`config.mk`:
```
export PLATFORM = sky130hd
export DESIGN_NAME = state_variable_filter_12db_flat
export DESIGN_NICKNAME = d
export VERILOG_FILES = /design/src/rtl/core/svf_pkg.sv /design/src/rtl/core/svf_if.sv /design/src/rtl/core/svf_mul.sv /design/src/rtl/core/state_variable_filter_12db.sv /design/src/flat_wrapper.sv
export SDC_FILE = /design/constraint.sdc
export NUM_CORES = 2
export LEC_CHECK = 0
export ABC_CLOCK_PERIOD_IN_PS = 9900
export BUFFER_PORTS_ARGS = -buffer_cell sky130_fd_sc_hd__buf_2
export CAP_MARGIN = 20
export CORE_MARGIN = 1.5
export CORE_UTILIZATION = 60
export DETAILED_ROUTE_END_ITERATION = 8
export PLACE_DENSITY = 0.76
export SLEW_MARGIN = 20
export SYNTH_ARGS = -nofsm -noshare
export SYNTH_HDL_FRONTEND = slang
export SYNTH_SLANG_ARGS = --single-unit
```
`constraint.sdc`:
```
create_clock -name clk -period 9.9 [get_ports clk]
set_input_delay 0.99 -clock clk [delete_from_list [all_inputs] [get_ports clk]]
set_output_delay 0.99 -clock clk [all_outputs]
set_load 0.02 [all_outputs]
```
`src/rtl/core/svf_pkg.sv`:
```
// ----------------------------------------------------------------------------
// svf_pkg
// Shared widths, limits, register codes and sequencer states of the
// state-variable filter.
// ----------------------------------------------------------------------------
package svf_pkg;

    // channel count and sample format
    localparam int CHANNELS   = 2;
    localparam int SAMPLE_W   = 16;
    localparam int STATE_W    = 32;

    // configuration port
    localparam int CFG_IDX_W  = 3;
    localparam int CFG_DATA_W = 16;
    localparam int FREQ_W     = 15;
    localparam int DAMP_W     = 14;

    localparam logic [FREQ_W-1:0] FREQ_MAX = 15'd23170;
    localparam logic [DAMP_W-1:0] DAMP_MAX = 14'd8192;

    // shared multiplier: signal operand times coefficient or gain
    localparam int MUL_A_W = STATE_W + 1;
    localparam int MUL_B_W = 17;
    localparam int PROD_W  = MUL_A_W + MUL_B_W;

    // register indexes
    typedef enum logic [CFG_IDX_W-1:0] {
        REG_FREQ_COEFF   = 3'd0,
        REG_DAMPING      = 3'd1,
        REG_LOWPASS_GAIN = 3'd2,
        REG_BANDPASS_GAIN = 3'd3,
        REG_HIGHPASS_GAIN = 3'd4,
        REG_ACCUM_ENABLE = 3'd5
    } cfg_reg_t;

    // sequencer states, one multiply issued in each MUL state
    typedef enum logic [3:0] {
        S_IDLE,
        S_MUL_FD,
        S_MUL_QD,
        S_MUL_LP,
        S_MUL_FH,
        S_MUL_HP,
        S_MUL_BP,
        S_MIX,
        S_DONE
    } svf_state_t;

    // request to the shared multiplier
    typedef struct packed {
        logic                      en;
        logic signed [MUL_A_W-1:0] a;
        logic signed [MUL_B_W-1:0] b;
    } mul_req_t;

endpackage

```
`src/rtl/core/svf_if.sv`:
```
// ----------------------------------------------------------------------------
// svf_if
// Valid/ready channels of the filter: sample requests in, results out.
// ----------------------------------------------------------------------------
interface svf_in_if;
    import svf_pkg::*;

    logic                       valid;
    logic                       ready;
    logic                       channel;
    logic signed [SAMPLE_W-1:0] sample_in;
    logic signed [SAMPLE_W-1:0] accumulate_in;

    modport source (output valid, output channel, output sample_in,
                    output accumulate_in, input ready);
    modport sink (input valid, input channel, input sample_in,
                  input accumulate_in, output ready);
endinterface

interface svf_out_if;
    import svf_pkg::*;

    logic                       valid;
    logic                       ready;
    logic signed [SAMPLE_W-1:0] sample_out;
    logic                       out_channel;

    modport source (output valid, output sample_out, output out_channel,
                    input ready);
    modport sink (input valid, input sample_out, input out_channel,
                  output ready);
endinterface

```
`src/rtl/core/svf_mul.sv`:
```
// ----------------------------------------------------------------------------
// svf_mul
// Shared signed multiplier with a registered product, one request a cycle.
// ----------------------------------------------------------------------------
module svf_mul
    import svf_pkg::*;
(
    input  logic                     clk,
    input  logic                     rst_n,
    input  mul_req_t                 req,
    output logic signed [PROD_W-1:0] prod
);

    logic signed [PROD_W-1:0] prod_reg;
    logic signed [PROD_W-1:0] prod_next;

    // full-precision product
    assign prod_next = PROD_W'(req.a) * PROD_W'(req.b);

    // product register, held when no request
    always_ff @(posedge clk or negedge rst_n)
    begin
        if (!rst_n)
        begin
            prod_reg <= '0;
        end
        else if (req.en)
        begin
            prod_reg <= prod_next;
        end
    end

    assign prod = prod_reg;

endmodule

```
`src/rtl/core/state_variable_filter_12db.sv`:
```
// ----------------------------------------------------------------------------
// state_variable_filter_12db
// Resonant 12 dB/oct state-variable filter with per-channel integrators.
// ----------------------------------------------------------------------------
// Each request carries one Q1.15 sample of one channel. From acceptance to
// a loaded result, six multiplies (f*band, q*band, low*lp, f*high,
// high*hp, band*bp) go one per cycle through a single 33x17 multiplier with
// a registered product, followed by a mix step that adds the last product
// and a done step that rounds, saturates and loads the result. A new request
// is taken only while the sequencer is idle, which it enters at the edge that
// loads the result, so a request is not taken before the last one's result
// is loaded. A finished result waits in an output register, and the
// sequencer holds in its last step while that register is full and not
// being read. Coefficients above their caps are clamped when written.
// Configuration writes are taken at any time but are meant for idle time.
module state_variable_filter_12db
    import svf_pkg::*;
(
    input  logic                  clk,
    input  logic                  rst_n,
    input  logic                  cfg_wr_en,
    input  logic [CFG_IDX_W-1:0]  cfg_index,
    input  logic [CFG_DATA_W-1:0] cfg_data,
    svf_in_if.sink                samples,
    svf_out_if.source             results
);

    // configuration registers
    logic [FREQ_W-1:0]          freq_reg;
    logic [DAMP_W-1:0]          damp_reg;
    logic signed [SAMPLE_W-1:0] lp_gain_reg;
    logic signed [SAMPLE_W-1:0] bp_gain_reg;
    logic signed [SAMPLE_W-1:0] hp_gain_reg;
    logic                       accum_en_reg;

    // integrator state
    logic signed [STATE_W-1:0]  band_state_reg [CHANNELS];
    logic signed [STATE_W-1:0]  low_state_reg  [CHANNELS];

    // sequencer
    svf_state_t                 state_reg;
    svf_state_t                 state_next;

    // captured request and working values
    logic                       ch_reg;
    logic                       ch_ok_reg;
    logic signed [SAMPLE_W-1:0] x_reg;
    logic signed [SAMPLE_W-1:0] acc_reg;
    logic signed [STATE_W-1:0]  d1_reg;
    logic signed [STATE_W-1:0]  d2_reg;
    logic signed [STATE_W-1:0]  low_reg;
    logic signed [STATE_W-1:0]  high_reg;
    logic signed [STATE_W-1:0]  band_reg;
    logic signed [PROD_W+1:0]   mix_reg;

    // output register
    logic                       out_valid_reg;
    logic signed [SAMPLE_W-1:0] sample_out_reg;
    logic                       out_channel_reg;

    // datapath signals
    mul_req_t                   mul_req;
    logic signed [PROD_W-1:0]   prod;
    logic signed [PROD_W-1:0]   prod_rnd;
    logic signed [35:0]         prod_r14;
    logic signed [39:0]         low_sum;
    logic signed [39:0]         high_sum;
    logic signed [39:0]         band_sum;
    logic signed [PROD_W+1:0]   mix_rnd;
    logic signed [39:0]         mix_r12;
    logic signed [40:0]         final_sum;
    logic signed [STATE_W-1:0]  d1_sel;
    logic signed [STATE_W-1:0]  d2_sel;
    logic                       accept;
    logic                       out_free;

    // saturate to a signed width
    function automatic logic signed [STATE_W-1:0] sat32(input logic signed [40:0] v);
        if (v > 41'sh0_7FFF_FFFF)
            return 32'sh7FFF_FFFF;
        else if (v < -41'sh0_8000_0000)
            return -32'sh8000_0000;
        else
            return v[STATE_W-1:0];
    endfunction

    function automatic logic signed [SAMPLE_W-1:0] sat16(input logic signed [40:0] v);
        if (v > 41'sd32767)
            return 16'sh7FFF;
        else if (v < -41'sd32768)
            return -16'sh8000;
        else
            return v[SAMPLE_W-1:0];
    endfunction

    assign accept   = samples.valid && samples.ready;
    assign out_free = !out_valid_reg || results.ready;

    // state read for the incoming channel
    always_comb
    begin
        d1_sel = '0;
        d2_sel = '0;
        for (int c = 0; c < CHANNELS; c++)
        begin
            if (int'(samples.channel) == c)
            begin
                d1_sel = band_state_reg[c];
                d2_sel = low_state_reg[c];
            end
        end
    end

    // rounding of the registered product at 14 fractional bits
    assign prod_rnd = prod + PROD_W'(8192);
    assign prod_r14 = prod_rnd[PROD_W-1:14];

    // integrator updates
    assign low_sum  = 40'(d2_reg) + 40'(prod_r14);
    assign high_sum = 40'(x_reg >>> 1) - 40'(low_reg) - 40'(prod_r14);
    assign band_sum = 40'(d1_reg) + 40'(prod_r14);

    // final rounding at 12 fractional bits, optional accumulate
    assign mix_rnd   = mix_reg + (PROD_W+2)'(2048);
    assign mix_r12   = ch_ok_reg ? mix_rnd[PROD_W+1:12] : 40'sd0;
    assign final_sum = 41'(mix_r12) + (accum_en_reg ? 41'(acc_reg) : 41'sd0);

    // next state
    always_comb
    begin
        state_next = state_reg;
        case (state_reg)
            S_IDLE:   if (accept) state_next = S_MUL_FD;
            S_MUL_FD: state_next = S_MUL_QD;
            S_MUL_QD: state_next = S_MUL_LP;
            S_MUL_LP: state_next = S_MUL_FH;
            S_MUL_FH: state_next = S_MUL_HP;
            S_MUL_HP: state_next = S_MUL_BP;
            S_MUL_BP: state_next = S_MIX;
            S_MIX:    state_next = S_DONE;
            S_DONE:   if (out_free) state_next = S_IDLE;
            default:  state_next = S_IDLE;
        endcase
    end

    // multiplier requests per step
    always_comb
    begin
        mul_req.en = 1'b0;
        mul_req.a  = '0;
        mul_req.b  = '0;
        case (state_reg)
            S_MUL_FD:
            begin
                mul_req.en = 1'b1;
                mul_req.a  = MUL_A_W'(d1_reg);
                mul_req.b  = MUL_B_W'($signed({1'b0, freq_reg}));
            end
            S_MUL_QD:
            begin
                mul_req.en = 1'b1;
                mul_req.a  = MUL_A_W'(d1_reg);
                mul_req.b  = MUL_B_W'($signed({1'b0, damp_reg}));
            end
            S_MUL_LP:
            begin
                mul_req.en = 1'b1;
                mul_req.a  = MUL_A_W'(low_reg);
                mul_req.b  = MUL_B_W'(lp_gain_reg);
            end
            S_MUL_FH:
            begin
                mul_req.en = 1'b1;
                mul_req.a  = MUL_A_W'(high_reg);
                mul_req.b  = MUL_B_W'($signed({1'b0, freq_reg}));
            end
            S_MUL_HP:
            begin
                mul_req.en = 1'b1;
                mul_req.a  = MUL_A_W'(high_reg);
                mul_req.b  = MUL_B_W'(hp_gain_reg);
            end
            S_MUL_BP:
            begin
                mul_req.en = 1'b1;
                mul_req.a  = MUL_A_W'(band_reg);
                mul_req.b  = MUL_B_W'(bp_gain_reg);
            end
            default:
            begin
                mul_req.en = 1'b0;
            end
        endcase
    end

    svf_mul u_mul (
        .clk   (clk),
        .rst_n (rst_n),
        .req   (mul_req),
        .prod  (prod)
    );

    // sequencer register
    always_ff @(posedge clk or negedge rst_n)
    begin
        if (!rst_n)
        begin
            state_reg <= S_IDLE;
        end
        else
        begin
            state_reg <= state_next;
        end
    end

    // configuration writes, caps applied on write
    always_ff @(posedge clk or negedge rst_n)
    begin
        if (!rst_n)
        begin
            freq_reg     <= 15'd561;
            damp_reg     <= 14'd8192;
            lp_gain_reg  <= 16'sd4096;
            bp_gain_reg  <= '0;
            hp_gain_reg  <= '0;
            accum_en_reg <= 1'b0;
        end
        else if (cfg_wr_en)
        begin
            case (cfg_index)
                REG_FREQ_COEFF:
                    freq_reg <= (cfg_data[FREQ_W-1:0] > FREQ_MAX) ?
                                FREQ_MAX : cfg_data[FREQ_W-1:0];
                REG_DAMPING:
                    damp_reg <= (cfg_data[DAMP_W-1:0] > DAMP_MAX) ?
                                DAMP_MAX : cfg_data[DAMP_W-1:0];
                REG_LOWPASS_GAIN:  lp_gain_reg  <= $signed(cfg_data);
                REG_BANDPASS_GAIN: bp_gain_reg  <= $signed(cfg_data);
                REG_HIGHPASS_GAIN: hp_gain_reg  <= $signed(cfg_data);
                REG_ACCUM_ENABLE:  accum_en_reg <= cfg_data[0];
                default: ;
            endcase
        end
    end

    // integrator state, written back at the end of the mix
    always_ff @(posedge clk or negedge rst_n)
    begin
        if (!rst_n)
        begin
            for (int c = 0; c < CHANNELS; c++)
            begin
                band_state_reg[c] <= '0;
                low_state_reg[c]  <= '0;
            end
        end
        else if (state_reg == S_MIX && ch_ok_reg)
        begin
            for (int c = 0; c < CHANNELS; c++)
            begin
                if (int'(ch_reg) == c)
                begin
                    band_state_reg[c] <= band_reg;
                    low_state_reg[c]  <= low_reg;
                end
            end
        end
    end

    // request capture and working values
    always_ff @(posedge clk)
    begin
        if (accept)
        begin
            ch_reg    <= samples.channel;
            ch_ok_reg <= int'(samples.channel) < CHANNELS;
            x_reg     <= samples.sample_in;
            acc_reg   <= samples.accumulate_in;
            d1_reg    <= d1_sel;
            d2_reg    <= d2_sel;
        end
        case (state_reg)
            S_MUL_QD: low_reg  <= sat32(41'(low_sum));
            S_MUL_LP: high_reg <= sat32(41'(high_sum));
            S_MUL_FH: mix_reg  <= (PROD_W+2)'(prod);
            S_MUL_HP: band_reg <= sat32(41'(band_sum));
            S_MUL_BP: mix_reg  <= mix_reg + (PROD_W+2)'(prod);
            S_MIX:    mix_reg  <= mix_reg + (PROD_W+2)'(prod);
            default: ;
        endcase
    end

    // output register
    always_ff @(posedge clk or negedge rst_n)
    begin
        if (!rst_n)
        begin
            out_valid_reg <= 1'b0;
        end
        else if (state_reg == S_DONE && out_free)
        begin
            out_valid_reg <= 1'b1;
        end
        else if (results.ready)
        begin
            out_valid_reg <= 1'b0;
        end
    end

    always_ff @(posedge clk)
    begin
        if (state_reg == S_DONE && out_free)
        begin
            sample_out_reg  <= sat16(final_sum);
            out_channel_reg <= ch_reg;
        end
    end

    assign samples.ready       = (state_reg == S_IDLE);
    assign results.valid       = out_valid_reg;
    assign results.sample_out  = sample_out_reg;
    assign results.out_channel = out_channel_reg;

endmodule

```
`src/flat_wrapper.sv`:
```
// flat-port wrapper written by rule: the top's interface ports become plain ports
module state_variable_filter_12db_flat import svf_pkg::*;
  (clk, rst_n, cfg_wr_en, cfg_index, cfg_data, samples_valid, samples_channel, samples_sample_in, samples_accumulate_in, samples_ready, results_valid, results_sample_out, results_out_channel, results_ready);
  svf_in_if samples_i ();
  svf_out_if results_i ();
  input  logic clk;
  input  logic rst_n;
  input  logic cfg_wr_en;
  input  logic [CFG_IDX_W-1:0] cfg_index;
  input  logic [CFG_DATA_W-1:0] cfg_data;
  input wire logic [$bits(samples_i.valid)-1:0] samples_valid;
  input wire logic [$bits(samples_i.channel)-1:0] samples_channel;
  input wire logic [$bits(samples_i.sample_in)-1:0] samples_sample_in;
  input wire logic [$bits(samples_i.accumulate_in)-1:0] samples_accumulate_in;
  output wire logic [$bits(samples_i.ready)-1:0] samples_ready;
  output wire logic [$bits(results_i.valid)-1:0] results_valid;
  output wire logic [$bits(results_i.sample_out)-1:0] results_sample_out;
  output wire logic [$bits(results_i.out_channel)-1:0] results_out_channel;
  input wire logic [$bits(results_i.ready)-1:0] results_ready;
  assign samples_i.valid = samples_valid;
  assign samples_i.channel = samples_channel;
  assign samples_i.sample_in = samples_sample_in;
  assign samples_i.accumulate_in = samples_accumulate_in;
  assign samples_ready = samples_i.ready;
  assign results_valid = results_i.valid;
  assign results_sample_out = results_i.sample_out;
  assign results_out_channel = results_i.out_channel;
  assign results_i.ready = results_ready;
  state_variable_filter_12db u_core (.clk(clk), .rst_n(rst_n), .cfg_wr_en(cfg_wr_en), .cfg_index(cfg_index), .cfg_data(cfg_data), .samples(samples_i), .results(results_i));
endmodule
```
==> run metrics <==
CP Launch Type register; Clock Sinks 522; GRT Util Overall 0.325; endpoint class of the critical path register; worst min path class primary input to async pin; Setup CP Type register to register; critical path arrival 9730 ps; DIE HEIGHT 296 um; Mapped Cells 5291; area growth from synthesis to layout 7.94%; Tcrit/Tclk final 0.930; final estimated routing congestion in global placement 1.00; asr flop ratio synth 0.500; vias in the first global route 40000; CTS Hold Bufs 0; Routed Antenna Nets 0; Synth Cell Area 0.0515 mm2; commonest non-fill, non-tap cell in the layout inv_1; average cell area after synthesis 9.73 um2; status complete, no violations; Core Footprint 0.0851 mm2; RSZ-0062 raised after global routing false; post-detailed-route wirelength per cell 21.2 um; Crit-path slowest cell a2111oi_0; routed vias/inst 6.00; aggregate negative setup slack 0 ps; maxcap violations 0; largest net degree at the start of global routing 118; layout cell share with drive strength beyond 1 0.110; Clk Tree Root Cell clkbuf_16; Setup violations, final 0; fmax 0.109 GHz; total CTS buffers 58; syn_nets 6233; die area 0.0876 mm2; CTS tree built; CP required 10420 ps; DP Wirelength 108000 um; Post CTS Setup Buffer Count 0; Worst-path clk slew 60 ps; EDFF count, synth 261; Layout Nets 6259; grt total ovfl 0; Worst path most repeated cell fa_1; Die W 296 um; Synth top area share 0.220; Slew Limit Fails 0; htree depth 2; sequential area share after synthesis 0.279; # IOs 76; final WL 138000 um; fin crit period 9210 ps; worst-margin pin slew 1090 ps; initial antenna violation count 3; Clock Latency Late Sink 660 ps; post-synth cell types 87; CTS max path bufs 3; worst rel slew slack 0.273; Pre-Repair DR Iteration Count 9; Fin. Hold Viols 0; IO buf count 74; area leader, netlist fa_1; Starting Density 0.605; first-pass GRT wire length 220000 um; FP Rows 107; post_cts resized 0; via count 39100; most frequent cells in the layout inv_1 (707), fa_1 (566), nand2_1 (536); synthesis-stage register bit count 522; crit-path max cell delay 710 ps; Crit Path Max Fanout 21; Clock Skews 24.3 ps; drc violations 0; violation count after the first detailed-route iteration 3206; Ys Warns 0; ys flop type edfxtp_1; top cells by area, synth fa_1 (22%), edfxtp_1 (15%), dfrtp_1 (12%); ant diodes 0
==> critical path: cells and delay by family (launching register included) <==
family / cells / cell delay [ps]
AND/OR/NAND/NOR: 7 / 1570
AO/OA/AOI/OAI: 9 / 2670
adder cells (fa/ha/maj): 7 / 3490
flip-flops: 1 / 590
buffers and inverters: 6 / 750
==> worst paths after layout <==
| kind | from | slack [ps] | cells after the start | endpoint |
|---|---|---|---|---|
| worst max-delay path | u_core.state_reg[3]$_DFFE_PN0P_ | 690 | 29 | u_core.u_mul.prod[48]$_DFFE_PN0P_ |
| worst min-delay path | rst_n | 440 | 1 | u_core.low_state_reg[55]$_DFFE_PN0P_ |
| worst max register to register | u_core.state_reg[3]$_DFFE_PN0P_ | 690 | 29 | u_core.u_mul.prod[48]$_DFFE_PN0P_ |
| worst min register to register | u_core.damp_reg[12]$_DFFE_PN0P_ | 490 | 2 | u_core.damp_reg[12]$_DFFE_PN0P_ |
| max in group asynchronous | rst_n | 7890 | 2 | u_core.lp_gain_reg[9]$_DFFE_PN0P_ |
| min in group clk | u_core.damp_reg[12]$_DFFE_PN0P_ | 490 | 2 | u_core.damp_reg[12]$_DFFE_PN0P_ |
==> stage by stage <==
| step | instances | setup slack (ps) | area (um2) | util | hold WS [ps] |
|---|---|---|---|---|---|
| finish | 6510 | 695 | 55600 | 0.653 | 440 |
| global route | 6510 | 281 | 55600 | 0.653 | 484 |
| CTS | 6510 | 786 | 55600 | 0.653 | 468 |
| detailed placement | 6401 | 804 | 53400 | 0.628 | 472 |
| global placement | 6401 | 884 | 53400 | 0.628 | 459 |
| floorplan | 5291 | 914 | 51500 | - | 440 |
==> synth_stat cells, types with 55 or more instances <==
cell type	instances
xnor2_1	173
fa_1	566
clkbuf_1	172
nand2b_1	55
inv_1	708
nand3_1	76
nand2_1	537
and2_1	69
xor2_1	126
dfrtp_1	255
a21o_1	123
ha_1	319
edfxtp_1	261
o21ai_0	284
mux2_2	251
a21oi_1	236
nor2_1	455
==> final cells by class <==
| cell class | count | area (um2) |
|---|---|---|
| Timing Repair Buffer | 168 | 1110 |
| Multi-Input combinational cell | 3859 | 33900 |
| Fill cell | 6858 | 29600 |
| Sequential cell | 522 | 14400 |
| Clock buffer | 71 | 1560 |
| Inverter | 708 | 2660 |
| Tap cell | 1144 | 1430 |
| Clock inverter | 38 | 578 |
==> cell families (layout without fill, tap and decap cells) <==
| logic type | after synthesis | after routing | synth area share |
|---|---|---|---|
| AO/OA/AOI/OAI | 1023 | 1023 | 0.130 |
| XOR/XNOR | 299 | 299 | 0.0508 |
| adder cells (fa/ha/maj) | 885 | 885 | 0.297 |
| buffers and inverters | 910 | 985 | 0.0672 |
| flip-flops | 522 | 522 | 0.279 |
| multiplexers | 254 | 254 | 0.0555 |
| AND/OR/NAND/NOR | 1398 | 1398 | 0.120 |
==> layer usage <==
metal  global-route usage  part of all wire  vias to the layer above
li1                     -                 -                    17800
met1                0.414              0.39                    19400
met2                0.545              0.48                     1512
met3               0.0509             0.073                      379
met4                0.156             0.054                        2
met5                    0          0.000087                        -
Power is left out: the tool's default activity adds up to more than one toggle a clock period on the data nets, which glitch-free logic cannot reach.
